$ cat config.mk
export PLATFORM = sky130hd
export DESIGN_NAME = hexapod_gait_sequencer
export DESIGN_NICKNAME = d
export VERILOG_FILES = /design/src/hw/rtl/hgs_pkg.sv /design/src/hw/rtl/hexapod_gait_sequencer.sv /design/src/hw/rtl/hgs_lerp.sv
export SDC_FILE = /design/constraint.sdc
export NUM_CORES = 2
export LEC_CHECK = 0
export ABC_AREA = 1
export BUFFER_PORTS_ARGS = -buffer_cell sky130_fd_sc_hd__buf_2
export CORE_MARGIN = 4
export CORE_UTILIZATION = 30
export CTS_CLUSTER_DIAMETER = 150
export DETAILED_ROUTE_END_ITERATION = 6
export GPL_TIMING_DRIVEN = 0
export SLEW_MARGIN = 0
export SYNTH_ARGS = -nofsm -noshare
export SYNTH_HDL_FRONTEND = slang
export SYNTH_SLANG_ARGS = --single-unit
$ cat constraint.sdc
create_clock -name clk -period 13.5 [get_ports clk]
set_clock_uncertainty 0.1 [all_clocks]
set_input_delay 1.35 -clock clk [delete_from_list [all_inputs] [get_ports clk]]
set_output_delay 1.35 -clock clk [all_outputs]
set_load 0.01 [all_outputs]
$ cat src/hw/rtl/hgs_pkg.sv
// Shared constants, codes and helpers for the hexapod gait sequencer.
package hgs_pkg;

  localparam int LEGS_DEF       = 6;
  localparam int STEPS_DEF      = 10;
  localparam int COORD_BITS_DEF = 16;

  localparam int Q_FRAC   = 16;
  localparam int T_W      = 16;
  localparam int STRIDE_W = 10;
  localparam int MODE_W   = 2;
  localparam int REQ_W    = 2;
  localparam int LEG_W    = 3;
  localparam int CFG_IDX_W = 2;
  localparam int STZ_W    = 27;

  localparam logic [STRIDE_W-1:0] STRIDE_Z_RST = 10'd30;

  localparam logic [REQ_W-1:0] REQ_LOAD   = 2'd0;
  localparam logic [REQ_W-1:0] REQ_REPORT = 2'd1;
  localparam logic [REQ_W-1:0] REQ_TICK   = 2'd2;

  localparam logic [CFG_IDX_W-1:0] CFG_MODE     = 2'd0;
  localparam logic [CFG_IDX_W-1:0] CFG_STRIDE_X = 2'd1;
  localparam logic [CFG_IDX_W-1:0] CFG_STRIDE_Z = 2'd2;

  localparam logic [MODE_W-1:0] GAIT_IDLE = 2'd0;

  // Tripod start order: legs with index mod 4 of 0 or 3 first, then the rest
  function automatic int tripod_leg(int legs, int pos);
    int n;
    int res;
    n = 0;
    res = 0;
    for (int i = 0; i < 8; i++) begin
      if (i < legs && ((i % 4) == 0 || (i % 4) == 3)) begin
        if (n == pos) res = i;
        n = n + 1;
      end
    end
    for (int i = 0; i < 8; i++) begin
      if (i < legs && !((i % 4) == 0 || (i % 4) == 3)) begin
        if (n == pos) res = i;
        n = n + 1;
      end
    end
    return res;
  endfunction

endpackage

$ cat src/hw/rtl/hexapod_gait_sequencer.sv
// Gait sequencer top level: request decode, leg stores and target sequencer.
//
//   channel  dir  payload
//   s_*      in   tuser: req_type; tdata: leg, pos_x, pos_y, pos_z, any_leg_moving
//   m_*      out  tuser: swinging; tlast: last; tdata: target_leg, target_x/y/z
//   cfg_*    in   write of gait_mode, stride_x, stride_z
//
// Load, report and ignored ticks complete in their accept cycle. An active tick
// then emits LEGS targets; every interpolation runs through one three-stage
// interpolation unit, and a pass is issued only when the previous one is done:
// a swing leg takes 3 axes x 3 passes, a stance leg 3 axes x 1 pass, and output
// stalls add to this. s_tready is low throughout.
// Reset is synchronous; each target waits in its output register for m_tready.
module hexapod_gait_sequencer #(
  parameter int LEGS       = hgs_pkg::LEGS_DEF,
  parameter int STEPS      = hgs_pkg::STEPS_DEF,
  parameter int COORD_BITS = hgs_pkg::COORD_BITS_DEF
) (
  input  logic                                      clk,
  input  logic                                      rst,
  input  logic                                      s_tvalid,
  output logic                                      s_tready,
  // leg, pos_x, pos_y, pos_z, any_leg_moving
  input  logic [((3*COORD_BITS+hgs_pkg::LEG_W+8)/8)*8-1:0] s_tdata,
  // req_type
  input  logic [hgs_pkg::REQ_W-1:0]                 s_tuser,
  output logic                                      m_tvalid,
  input  logic                                      m_tready,
  // target_leg, target_x, target_y, target_z
  output logic [((3*COORD_BITS+hgs_pkg::LEG_W+7)/8)*8-1:0] m_tdata,
  // swinging
  output logic                                      m_tuser,
  output logic                                      m_tlast,
  input  logic                                      cfg_we,
  input  logic [hgs_pkg::CFG_IDX_W-1:0]             cfg_index,
  input  logic [hgs_pkg::STRIDE_W-1:0]              cfg_data
);
  import hgs_pkg::*;

  localparam int C   = COORD_BITS;
  localparam int LW  = $clog2(LEGS);
  localparam int KW  = $clog2(STEPS);
  localparam int MW  = C + 2;
  localparam int W   = MW + Q_FRAC;
  localparam int MDW = ((3*C + LEG_W + 7) / 8) * 8;

  localparam logic [1:0] AX_X = 2'd0;
  localparam logic [1:0] AX_Y = 2'd1;
  localparam logic [1:0] AX_Z = 2'd2;

  localparam logic [1:0] OP_L1  = 2'd0;
  localparam logic [1:0] OP_L2  = 2'd1;
  localparam logic [1:0] OP_FIN = 2'd2;

  localparam logic [1:0] G_ONE = 2'd0;
  localparam logic [1:0] G_TRI = 2'd1;
  localparam logic [1:0] G_TWO = 2'd2;

  localparam logic signed [W:0]  RND_POS = (W+1)'(1 <<< (Q_FRAC - 1));
  localparam logic signed [W:0]  RND_NEG = (W+1)'((1 <<< (Q_FRAC - 1)) - 1);
  localparam logic signed [MW:0] SAT_HI  = (MW+1)'((1 <<< (C - 1)) - 1);
  localparam logic signed [MW:0] SAT_LO  = (MW+1)'(-(1 <<< (C - 1)));

  typedef enum logic [2:0] {
    ST_IDLE, ST_AXIS, ST_ISSUE, ST_WAIT, ST_CONV, ST_SEND
  } state_t;

  // configuration
  logic [MODE_W-1:0]          gait_mode;
  logic signed [STRIDE_W-1:0] stride_x;
  logic signed [STRIDE_W-1:0] stride_z;

  always_ff @(posedge clk) begin
    if (rst) begin
      gait_mode <= GAIT_IDLE;
      stride_x  <= '0;
      stride_z  <= STRIDE_Z_RST;
    end else if (cfg_we) begin
      case (cfg_index)
        CFG_MODE:     gait_mode <= cfg_data[MODE_W-1:0];
        CFG_STRIDE_X: stride_x  <= cfg_data;
        CFG_STRIDE_Z: stride_z  <= cfg_data;
        default: ;
      endcase
    end
  end

  // request fields
  logic [LEG_W-1:0]    in_leg;
  logic signed [C-1:0] in_x;
  logic signed [C-1:0] in_y;
  logic signed [C-1:0] in_z;
  logic                in_moving;

  assign in_leg    = s_tdata[LEG_W-1:0];
  assign in_x      = s_tdata[LEG_W +: C];
  assign in_y      = s_tdata[LEG_W+C +: C];
  assign in_z      = s_tdata[LEG_W+2*C +: C];
  assign in_moving = s_tdata[LEG_W+3*C];

  state_t              state;
  logic [LW-1:0]       slot;
  logic [1:0]          axis;
  logic [1:0]          op;
  logic [1:0]          g;
  logic [T_W-1:0]      t;
  logic signed [STZ_W-1:0] stz;
  logic signed [W-1:0] l1;
  logic signed [W-1:0] l2;
  logic signed [W-1:0] r;
  logic signed [C-1:0] out_x;
  logic signed [C-1:0] out_y;
  logic signed [C-1:0] out_z;
  logic [LW-1:0]       out_leg;
  logic                out_sw;
  logic                out_last;
  logic [LW-1:0]       order [3][LEGS];
  logic [KW-1:0]       phase [3];
  logic                primed;

  // leg stores
  logic signed [C-1:0] neu_x [LEGS];
  logic signed [C-1:0] neu_y [LEGS];
  logic signed [C-1:0] neu_z [LEGS];
  logic signed [C-1:0] meas_x [LEGS];
  logic signed [C-1:0] meas_z [LEGS];
  logic signed [C-1:0] start_x [LEGS];
  logic signed [C-1:0] start_z [LEGS];

  logic acc, leg_ok, active, wr_neu, wr_meas, prime, start, snap;
  logic send_done, slot_end, tick_end;
  logic [1:0] gi;

  assign s_tready  = (state == ST_IDLE);
  assign acc       = s_tvalid & s_tready;
  assign leg_ok    = ({1'b0, in_leg} < (LEG_W+1)'(LEGS));
  assign active    = (gait_mode != GAIT_IDLE);
  assign gi        = gait_mode - 2'd1;
  assign wr_neu    = acc && (s_tuser == REQ_LOAD) && leg_ok;
  assign wr_meas   = acc && (s_tuser == REQ_REPORT) && leg_ok;
  assign prime     = acc && (s_tuser == REQ_TICK) && active && !primed;
  assign start     = acc && (s_tuser == REQ_TICK) && active && primed && !in_moving;
  assign send_done = (state == ST_SEND) && m_tready;
  assign slot_end  = (slot == LW'(LEGS - 1));
  assign tick_end  = send_done && slot_end && (phase[g] == KW'(STEPS - 1));
  assign snap      = prime | tick_end;

  always_ff @(posedge clk) begin
    if (rst) begin
      for (int i = 0; i < LEGS; i++) begin
        neu_x[i]   <= '0;
        neu_y[i]   <= '0;
        neu_z[i]   <= '0;
        meas_x[i]  <= '0;
        meas_z[i]  <= '0;
        start_x[i] <= '0;
        start_z[i] <= '0;
      end
    end else begin
      if (wr_neu) begin
        neu_x[in_leg[LW-1:0]] <= in_x;
        neu_y[in_leg[LW-1:0]] <= in_y;
        neu_z[in_leg[LW-1:0]] <= in_z;
      end
      if (wr_meas) begin
        meas_x[in_leg[LW-1:0]] <= in_x;
        meas_z[in_leg[LW-1:0]] <= in_z;
      end
      if (snap) begin
        for (int i = 0; i < LEGS; i++) begin
          start_x[i] <= meas_x[i];
          start_z[i] <= meas_z[i];
        end
      end
    end
  end

  // phase table
  logic [T_W-1:0] t_tab [STEPS];
  for (genvar kk = 0; kk < STEPS; kk++) begin : g_ttab
    localparam logic [T_W-1:0] TV = T_W'((kk * (1 << Q_FRAC) + STEPS / 2) / STEPS);
    assign t_tab[kk] = TV;
  end

  // stance z offset: stride_z scaled and divided by 6, 1 or 3
  logic [STRIDE_W-1:0] mag;
  logic [STZ_W-2:0]    q1, q3, q6, qsel;
  logic signed [STZ_W-1:0] stz_c;

  assign mag = stride_z[STRIDE_W-1] ? STRIDE_W'(-stride_z) : stride_z;
  assign q1  = {(STZ_W-1)'(mag)} << Q_FRAC;
  assign q3  = (STZ_W-1)'(mag) * (STZ_W-1)'(21845)
             + ((((STZ_W-1)'(mag) + 1'b1) * (STZ_W-1)'(683)) >> 11);
  assign q6  = (STZ_W-1)'(mag) * (STZ_W-1)'(10922)
             + ((((STZ_W-1)'(mag) * 2'd2 + 1'b1) * (STZ_W-1)'(683)) >> 11);

  always_comb begin
    case (gi)
      G_ONE:   qsel = q6;
      G_TRI:   qsel = q1;
      G_TWO:   qsel = q3;
      default: qsel = q1;
    endcase
    stz_c = stride_z[STRIDE_W-1] ? -$signed({1'b0, qsel}) : $signed({1'b0, qsel});
  end

  // current leg operands
  logic [LW-1:0]        lg;
  logic [LW-1:0]        swn;
  logic                 sw;
  logic signed [C-1:0]  nsel, ssel;
  logic signed [MW-1:0] n_m, s_m, st_m, sum_m, dif_m;
  logic signed [W-1:0]  p0, p1, p2, pend, ua, ub, uy;
  logic                 go, udone;

  assign lg = order[g][slot];

  always_comb begin
    case (g)
      G_ONE:   swn = LW'(1);
      G_TRI:   swn = LW'(LEGS / 2);
      G_TWO:   swn = LW'(2);
      default: swn = LW'(1);
    endcase
    sw = (slot < swn);
    case (axis)
      AX_X: begin
        nsel = neu_x[lg];
        ssel = start_x[lg];
        st_m = MW'(stride_x);
      end
      AX_Y: begin
        nsel = neu_y[lg];
        ssel = neu_y[lg];
        st_m = '0;
      end
      default: begin
        nsel = neu_z[lg];
        ssel = start_z[lg];
        st_m = MW'(stride_z);
      end
    endcase
    n_m   = MW'(nsel);
    s_m   = MW'(ssel);
    sum_m = n_m + st_m;
    dif_m = n_m - st_m;
    p0    = $signed({s_m, {Q_FRAC{1'b0}}});
    p1    = (axis == AX_Y) ? '0 : $signed({n_m, {Q_FRAC{1'b0}}});
    p2    = $signed({sum_m, {Q_FRAC{1'b0}}});
    case (axis)
      AX_X:    pend = $signed({dif_m, {Q_FRAC{1'b0}}});
      AX_Y:    pend = $signed({n_m, {Q_FRAC{1'b0}}});
      default: pend = $signed({n_m, {Q_FRAC{1'b0}}}) - W'(stz);
    endcase
    case (op)
      OP_L1: begin
        ua = p0;
        ub = p1;
      end
      OP_L2: begin
        ua = p1;
        ub = p2;
      end
      default: begin
        ua = l1;
        ub = l2;
      end
    endcase
  end

  assign go = (state == ST_ISSUE);

  hgs_lerp #(.W(W)) u_lerp (
    .clk  (clk),
    .rst  (rst),
    .go   (go),
    .a    (ua),
    .b    (ub),
    .t    (t),
    .done (udone),
    .y    (uy)
  );

  // rounding and saturation of the finished coordinate
  logic signed [W:0]    rw;
  logic signed [MW:0]   rr;
  logic signed [C-1:0]  rsat;

  always_comb begin
    rw = (W+1)'(r) + (r[W-1] ? RND_NEG : RND_POS);
    rr = rw[W:Q_FRAC];
    if (rr > SAT_HI) begin
      rsat = C'(SAT_HI);
    end else if (rr < SAT_LO) begin
      rsat = C'(SAT_LO);
    end else begin
      rsat = C'(rr);
    end
  end

  always_ff @(posedge clk) begin
    if (rst) begin
      state  <= ST_IDLE;
      slot   <= '0;
      axis   <= AX_X;
      op     <= OP_L1;
      g      <= G_ONE;
      primed <= 1'b0;
      for (int k = 0; k < 3; k++) begin
        phase[k] <= '0;
      end
      for (int i = 0; i < LEGS; i++) begin
        order[0][i] <= LW'(i);
        order[1][i] <= LW'(tripod_leg(LEGS, i));
        order[2][i] <= LW'(i);
      end
    end else begin
      case (state)
        ST_IDLE: begin
          if (prime) begin
            primed <= 1'b1;
          end
          if (start) begin
            g     <= gi;
            t     <= t_tab[phase[gi]];
            stz   <= stz_c;
            slot  <= '0;
            axis  <= AX_X;
            state <= ST_AXIS;
          end
        end
        ST_AXIS: begin
          if (sw) begin
            op <= OP_L1;
          end else begin
            l1 <= p0;
            l2 <= pend;
            op <= OP_FIN;
          end
          state <= ST_ISSUE;
        end
        ST_ISSUE: begin
          state <= ST_WAIT;
        end
        ST_WAIT: begin
          if (udone) begin
            case (op)
              OP_L1: begin
                l1    <= uy;
                op    <= OP_L2;
                state <= ST_ISSUE;
              end
              OP_L2: begin
                l2    <= uy;
                op    <= OP_FIN;
                state <= ST_ISSUE;
              end
              default: begin
                r     <= uy;
                state <= ST_CONV;
              end
            endcase
          end
        end
        ST_CONV: begin
          case (axis)
            AX_X:    out_x <= rsat;
            AX_Y:    out_y <= rsat;
            default: out_z <= rsat;
          endcase
          if (axis == AX_Z) begin
            out_leg  <= lg;
            out_sw   <= sw;
            out_last <= slot_end;
            state    <= ST_SEND;
          end else begin
            axis  <= axis + 2'd1;
            state <= ST_AXIS;
          end
        end
        ST_SEND: begin
          if (m_tready) begin
            if (slot_end) begin
              state <= ST_IDLE;
              if (tick_end) begin
                phase[g] <= '0;
                for (int i = 0; i < LEGS; i++) begin
                  case (g)
                    G_ONE:   order[0][i] <= order[0][(i + 1) % LEGS];
                    G_TRI:   order[1][i] <= order[1][(i + LEGS / 2) % LEGS];
                    G_TWO:   order[2][i] <= order[2][(i + 2) % LEGS];
                    default: ;
                  endcase
                end
              end else begin
                phase[g] <= phase[g] + 1'b1;
              end
            end else begin
              slot  <= slot + 1'b1;
              axis  <= AX_X;
              state <= ST_AXIS;
            end
          end
        end
        default: state <= ST_IDLE;
      endcase
    end
  end

  assign m_tvalid = (state == ST_SEND);
  assign m_tdata  = MDW'({out_z, out_y, out_x, LEG_W'(out_leg)});
  assign m_tuser  = out_sw;
  assign m_tlast  = out_last;

  a_busy_out: assert property (@(posedge clk) disable iff (rst)
    m_tvalid |-> !s_tready)
    else $error("input open while a target waits");

  a_last_idle: assert property (@(posedge clk) disable iff (rst)
    m_tvalid && m_tready && m_tlast |=> s_tready && !m_tvalid)
    else $error("no return to idle after final target");

  a_unit_wait: assert property (@(posedge clk) disable iff (rst)
    udone |-> state == ST_WAIT)
    else $error("interpolation result outside wait state");

  a_last_stance: assert property (@(posedge clk) disable iff (rst)
    m_tvalid && m_tlast |-> !m_tuser)
    else $error("final target marked as swing");

endmodule

$ cat src/hw/rtl/hgs_lerp.sv
// Shared three-stage interpolation unit: y = a + round((b - a) * t).
module hgs_lerp #(
  parameter int W = 34
) (
  input  logic                      clk,
  input  logic                      rst,
  input  logic                      go,
  input  logic signed [W-1:0]       a,
  input  logic signed [W-1:0]       b,
  input  logic [hgs_pkg::T_W-1:0]   t,
  output logic                      done,
  output logic signed [W-1:0]       y
);
  import hgs_pkg::*;

  localparam int PW = W + T_W + 2;
  localparam logic signed [PW-1:0] RND_POS = PW'(1 <<< (Q_FRAC - 1));
  localparam logic signed [PW-1:0] RND_NEG = PW'((1 <<< (Q_FRAC - 1)) - 1);

  logic [2:0]              vld;
  logic signed [W:0]       d;
  logic signed [W-1:0]     a1;
  logic signed [W-1:0]     a2;
  logic signed [PW-1:0]    p;
  logic signed [PW-1:0]    pr;

  assign pr   = p + (p[PW-1] ? RND_NEG : RND_POS);
  assign done = vld[2];

  always_ff @(posedge clk) begin
    if (rst) begin
      vld <= '0;
    end else begin
      vld <= {vld[1:0], go};
    end
  end

  always_ff @(posedge clk) begin
    d  <= (W+1)'(b) - (W+1)'(a);
    a1 <= a;
    p  <= d * $signed({1'b0, t});
    a2 <= a1;
    y  <= a2 + W'(pr >>> Q_FRAC);
  end

endmodule

# Word level (Yosys, flattened, before mapping)
# Memory sizes are Yosys's and may differ from the RTL's. A register that Yosys moved wholly into a read port is not among the register bits.
# Index checks and enable logic that the tools add are counted.
[totals] reg_bits=409 ram_bits=738 rom_bits=256 input_bits=75 out_inout_bits=60 elab_cells=395 memories=10
[mem_list] memory="(no name shown)" depth=16 word_bits=16 read_ports=1 rd_ports_with_merged_regs=1 wr=0 line="hexapod_gait_sequencer.sv:325" text="t <= t_tab[phase[gi]];"
[mem_list] memory="meas_x" depth=6 word_bits=16 read_ports=6 rd_ports_with_merged_regs=0 wr=6 line="hexapod_gait_sequencer.sv:125" text="logic signed [C-1:0] meas_x [LEGS];"
[mem_list] memory="meas_z" depth=6 word_bits=16 read_ports=6 rd_ports_with_merged_regs=0 wr=6 line="hexapod_gait_sequencer.sv:126" text="logic signed [C-1:0] meas_z [LEGS];"
[mem_list] memory="neu_x" depth=6 word_bits=16 read_ports=1 rd_ports_with_merged_regs=0 wr=6 line="hexapod_gait_sequencer.sv:122" text="logic signed [C-1:0] neu_x [LEGS];"
[mem_list] memory="neu_y" depth=6 word_bits=16 read_ports=1 rd_ports_with_merged_regs=0 wr=6 line="hexapod_gait_sequencer.sv:123" text="logic signed [C-1:0] neu_y [LEGS];"
[mem_list] memory="neu_z" depth=6 word_bits=16 read_ports=1 rd_ports_with_merged_regs=0 wr=6 line="hexapod_gait_sequencer.sv:124" text="logic signed [C-1:0] neu_z [LEGS];"
[mem_list] memory="4 more memories"
[op_classes] n_addsub=21 n_mul=5 magnitude_cmp=5 eq_ne=51 muxes=184 bitwise=38 reduce_logical=55
[op_table] op="one-hot mux 34 bit (2 select lines)" count=5
[op_table] op="2-to-1 mux 16 bit" count=21
[op_table] op="equality test 32 x 3 -> 1 bit (second input constant)" count=10
[op_table] op="equality test 32 x 4 -> 1 bit (second input constant)" count=10
[op_table] op="2-to-1 mux 34 bit" count=7
[op_table] op="2-to-1 mux 3 bit" count=63
[op_table] op="equality test 32 x 2 -> 1 bit (second input constant)" count=5
[op_table] op="logical NOT 32 bit" count=5
[op_table] op="2-to-1 mux 32 bit" count=5
[op_table] op="adder 32 x 2 -> 32 bit (second input constant)" count=4
[op_table] op="OR reduction 16 bit" count=5
[op_table] op="one-hot mux 16 bit (2 select lines)" count=2
[op_table] op="multiplier 35 x 17 -> 52 bit" count=1
[op_table] op="one-hot mux 26 bit (2 select lines)" count=1
[op_table] op="2-to-1 mux 1 bit" count=51
[op_table] op="adder 50 bit" count=1
[op_table] op="one-hot mux 18 bit (2 select lines)" count=1
[op_table] op="adder 34 x 17 -> 35 bit" count=1
[op_table] op="subtractor 34 x 34 -> 35 bit" count=1
[op_table] op="adder 34 bit" count=1
[op_table] op="2-to-1 mux 2 bit" count=17
[op_table] op="subtractor 32 x 27 -> 33 bit" count=1
[op_table] op="OR 1 bit" count=32
[op_table] op="negator 26 -> 27 bit" count=1
[op_table] op="other kinds (53)" count=108

# Depth between registers and ports, before layout
[logic_depth] ltp_word=13 ltp_mapped=60 mapped_depth_nobuf=60

# By module
# Synthesis repeated with hierarchy kept, for this count alone.
[hier_totals] hier_cells=11100 area_unflattened_um2=91791.8
[by_module_without_submodules] mod="hexapod_gait_sequencer" n_inst=1 cells_each=6593 area_per_inst_um2=59927.5 seq_area_each_um2=31580.3
[by_module_without_submodules] mod="hgs_lerp" n_inst=1 cells_each=4507 area_per_inst_um2=31864.3 seq_area_each_um2=3823.7

# Worst setup path before layout
# No wires, ideal clock.
[synth_path] path_kind="register to register" startpoint="register stride_z[0]" endpoint="register stz[20], data pin" setup_time_ns=0.254 arrival_time_ns=10.393 required_time_ns=13.146 setup_slack_ns=2.753 path_stages_with_launch=56 n_path_buf=0 period_less_slack_ns=10.747 cell_sequence="dfxtp_1 > inv_1 > ha_1 > or2_2 > o21ai_0 > inv_1 > ha_1 > inv_1 > nor2_1 > inv_1 > nor2_1 > nand4_1 > nor2_1 > xor2_1 > inv_1 > ha_1 > ha_1 > inv_1 > [... 20 more ...] > fa_1 > inv_1 > ha_1 > a21oi_1 > nor2_1 > nor2_1 > nand2_1 > o21ai_0 > nand2_1 > nor2_1 > nand2_1 > nor2_1 > nand2_1 > nor2_2 > nand2_2 > o21ai_2 > xor2_1 > inv_1"
[synth_between] elab_chain_len=8 word_cells_on_any_way=13 cone_classes="add/sub: 6; mul: 4; mux: 3"
[synth_lines] item="start: declaration" line="hexapod_gait_sequencer.sv:71" text="logic signed [STRIDE_W-1:0] stride_z;"
[synth_lines] item="start signal: assignment" line="hexapod_gait_sequencer.sv:82" text="CFG_STRIDE_Z: stride_z <= cfg_data;"
[synth_lines] item="negator 10 bit" line="hexapod_gait_sequencer.sv:190" text="assign mag = stride_z[STRIDE_W-1] ? STRIDE_W'(-stride_z) : stride_z;"
[synth_lines] item="2-to-1 mux 10 bit *" line="hexapod_gait_sequencer.sv:190"
[synth_lines] item="adder 11 x 1 -> 12 bit / adder 10 x 1 -> 11 bit (equally long branches)" line="hexapod_gait_sequencer.sv:195, hexapod_gait_sequencer.sv:193"
[synth_lines] item="multiplier 12 x 10 -> 22 bit / multiplier 11 x 10 -> 21 bit (equally long branches)" line="hexapod_gait_sequencer.sv:195, hexapod_gait_sequencer.sv:193"
[synth_lines] item="adder 24 x 11 -> 25 bit / adder 25 x 10 -> 26 bit (equally long branches)" line="hexapod_gait_sequencer.sv:195, hexapod_gait_sequencer.sv:193"
[synth_lines] item="one-hot mux 26 bit (2 select lines) *" line="hexapod_gait_sequencer.sv:198" text="case (gi)"
[synth_lines] item="negator 26 -> 27 bit" line="hexapod_gait_sequencer.sv:204" text="stz_c = stride_z[STRIDE_W-1] ? -$signed({1'b0, qsel}) : $signed({1'b0, qsel});"
[synth_lines] item="2-to-1 mux 26 bit *" line="hexapod_gait_sequencer.sv:204"
[synth_lines] item="net stz_c[20]" line="hexapod_gait_sequencer.sv:188" text="logic signed [STZ_W-1:0] stz_c;"
[synth_lines] item="end signal: assignment" line="hexapod_gait_sequencer.sv:326" text="stz <= stz_c;"
[synth_lines] item="end: declaration" line="hexapod_gait_sequencer.sv:107" text="logic signed [STZ_W-1:0] stz;"
# The timed path passes the listed nets; every way through them passes the cells marked *.
# A chain may end at the register's enable or synchronous reset.

# Worst setup path in the final report
[layout_path] startpoint="register stride_z[0]" endpoint="register stz[22], data pin"
# Same word-level chain as after synthesis.

==> flow_metrics.env <==
export IMPL_port_buffers=124
export IMPL_clk_latency_ns=0.81
export IMPL_crit_type="reg -> reg"
export IMPL_start_util_pct=30.2
export IMPL_overflow=0
export IMPL_yosysTopAreaCell="edfxtp_1"
export IMPL_endpoint="stz[22]$_DFFE_PP_"
export IMPL_place_ws_ns=-0.903
export IMPL_cpPeakStageDelay_ns=0.60
export IMPL_clockBufferDepth=3
export IMPL_violations="capacitance limit"
export IMPL_synth_distinct_cells=69
export IMPL_final_cells=13800
export IMPL_arrival_ns=12.99
export IMPL_fmax_mhz=79.5
export IMPL_grt_pass1_vias=63800
export IMPL_seq_area_mm2=0.0354
export IMPL_setup_viol=0
export IMPL_slew_headroom_pct=1.31
export IMPL_required_ns=13.91
export IMPL_async_flop_share_pct=0
export IMPL_ys_ff_latch=1255
export IMPL_slew_viol_final=0
export IMPL_avgSynthCellArea_um2=9.05
export IMPL_row_count=196
export IMPL_postCtsHoldBufs=0
export IMPL_period_share_pct=93.2
export IMPL_placedCellCount=13500
export IMPL_clk_pin_slew_ns=0.06
export IMPL_syn_inst=9532
export IMPL_ys_seq_area_share_pct=41.0
export IMPL_die_y_um=544
export IMPL_regToRegEndpoint="stz[22]$_DFFE_PP_"
export IMPL_dp_hpwl_um=210000
export IMPL_nFillCells=29400
export IMPL_die_w_um=544
export IMPL_rr_startpoint="stride_z[0]$_SDFFE_PP0P_"
export IMPL_synth_area_top_cells="edfxtp_1 (36%), fa_1 (15%), inv_1 (8.1%)"
export IMPL_coreArea_mm2=0.286
export IMPL_outcome="finished, violations left"
export IMPL_ioPinCount=135
export IMPL_worstMarginPinSlew_ns=1.46
export IMPL_drive_gt1_share_pct=6.70
export IMPL_fin_nets=11100
export IMPL_synth_top_area_share_pct=35.7
export IMPL_clock_sinks=1255
export IMPL_first_pass_iters=5
export IMPL_via_per_inst=4.74
export IMPL_grt_usage_pct=17.8
export IMPL_hold_path_depth=0
export IMPL_drv_cap=1
export IMPL_regToRegSetupSlack_ns=0.92
export IMPL_cp_startpoint="stride_z[0]$_SDFFE_PP0P_"
export IMPL_layout_min_cycle_time_ns=12.58
export IMPL_wire_per_inst_um=19.3
export IMPL_hold_viol=0
export IMPL_die_area_mm2=0.296
export IMPL_cts_tree="done"
export IMPL_ys_top_cells_by_count="inv_1 (1870), nand2_1 (1612), nor2_1 (1209), edfxtp_1 (1027), fa_1 (627)"
export IMPL_synth_warnings=0
export IMPL_grt_max_degree=54
export IMPL_slowest_stage="dfxtp_4"
export IMPL_holdCritPathClass="reg -> reg"
export IMPL_r2r_cells=57
export IMPL_rsz0062_at_grt="false"
export IMPL_drtIter0Drc=6548
export IMPL_drc=0
export IMPL_cts_buffers_inserted=134
export IMPL_area_growth_pct=12.5
export IMPL_htree_levels=4
export IMPL_cts_root_buf="clkbuf_16"
export IMPL_antenna_found_initial=16
export IMPL_final_util_pct=34.0
export IMPL_worst_setup_path_end_kind="flop"
export IMPL_setup_ws_ns=0.918
export IMPL_ant_nets=0
export IMPL_gp_congestion=0.957
export IMPL_netlist_area_mm2=0.0863
export IMPL_cp_max_fo=19
export IMPL_multi_input_area_mm2=0.0428
export IMPL_synth_most_common_cell="inv_1"
export IMPL_cp_start_kind="flop"
export IMPL_synth_edff_count=1027
export IMPL_via_count=65400
export IMPL_wl_um=266000
export IMPL_grt_pass1_wl_um=397000
export IMPL_synthFlopType="edfxtp_1"
## logic make-up after synthesis
logic type	Yosys count	synth area share, %
simple gates	3666	17.7
xor+xnor	219	2.22
flops	1255	41.0
compound gates	1063	7.13
fa+ha+maj	1137	21.9
other cells	2	0.00870
buf+inv	2190	9.99
## per-layer routing
layer	GRT usage, %	up-vias	part of all wire, %
met3	3.18	440	8.5
met1	24.3	31400	43
li1	-	31100	-
met2	28.3	2522	45
met4	6.29	0	3.6
met5	0	-	0
## through the flow
step,TNS [ns],cell area [µm²],hold slack (ns)
floorplan,0,86700,0.210
global placement,-12.18,92000,0.210
detailed placement,-12.75,92600,0.212
CTS,0,97000,0.210
global route,0,97100,0.210
finish,0,97100,0.209
## state kept, by name, indices dropped and copies added, names as in the netlist, 35 cells and up, named ones only
signal,count
u_lerp.p,51
start_x,96
neu_z,128
order,54
neu_x,128
meas_z,96
start_z,96
neu_y,128
meas_x,96
u_lerp.d,35
## layout make-up
cell class / instances / area share [%]
antenna: 13 / 0.0335
buffer: 297 / 1.56
clock buffer: 173 / 3.75
clock inverter: 67 / 0.813
inverter: 1893 / 7.33
multi-input combinational: 6192 / 44.1
sequential: 1255 / 36.5
tap: 3762 / 4.85
timing repair buffer: 150 / 1.11
## worst min path at each step
stage                     startpoint                    end  slack [ns]
2_1_floorplan   u_lerp.a1[0]$_DFF_P_   u_lerp.a2[0]$_DFF_P_        0.21
3_5_place_dp   u_lerp.a1[32]$_DFF_P_  u_lerp.a2[32]$_DFF_P_        0.21
6_report       u_lerp.a1[11]$_DFF_P_  u_lerp.a2[11]$_DFF_P_        0.21
3_3_place_gp    u_lerp.a1[3]$_DFF_P_   u_lerp.a2[3]$_DFF_P_        0.21
5_1_grt        u_lerp.a1[11]$_DFF_P_  u_lerp.a2[11]$_DFF_P_        0.21
4_1_cts        u_lerp.a1[11]$_DFF_P_  u_lerp.a2[11]$_DFF_P_        0.21
## worst max-delay path, delay by kind of cell, from the launching register on
kind | cells | cell delay [ns]
AO/OA/AOI/OAI | 10 | 2.56
flip-flops | 1 | 0.60
XOR/XNOR | 2 | 0.59
AND/OR/NAND/NOR | 21 | 2.69
buffers and inverters | 12 | 1.16
adder cells (fa/ha/maj) | 12 | 4.59
## layout by cell type (no fill, tap or decap), types with 18 or more instances in the layout
master | synthesis | routed
xnor2_1 | 71 | 71
buf_2 | 94 | 218
or2_2 | 66 | 66
dfxtp_1 | 228 | 227
buf_6 | 24 | 27
inv_1 | 1870 | 1867
nand2_1 | 1612 | 1604
o21a_1 | 21 | 21
nor2_1 | 1209 | 1202
conb_1 | 2 | 107
nor3_1 | 51 | 49
edfxtp_1 | 1027 | 1027
o22ai_1 | 18 | 18
inv_2 | 19 | 21
a21oi_1 | 402 | 402
nand3_2 | 22 | 22
clkinv_1 | 3 | 31
xor2_1 | 148 | 146
buf_1 | 20 | 20
o211ai_1 | 106 | 106
a31oi_1 | 28 | 28
nand3_1 | 569 | 568
nand2_2 | 13 | 18
nand4_1 | 50 | 50
clkbuf_1 | 131 | 163
ha_1 | 510 | 510
o21ai_1 | 50 | 51
o21ai_0 | 308 | 302
clkbuf_16 | 0 | 140
fa_1 | 627 | 627
o21bai_1 | 18 | 18
buf_4 | 26 | 32
## repair_timing
item | 4_1_cts | 5_1_grt
resized for setup | 3 | 3
setup buffers | 1 | 4
endpoints found under the setup margin | 19 | 18
Power is not shown: default switching activity piles up to over one toggle a cycle in this logic, so the estimate is an artifact.
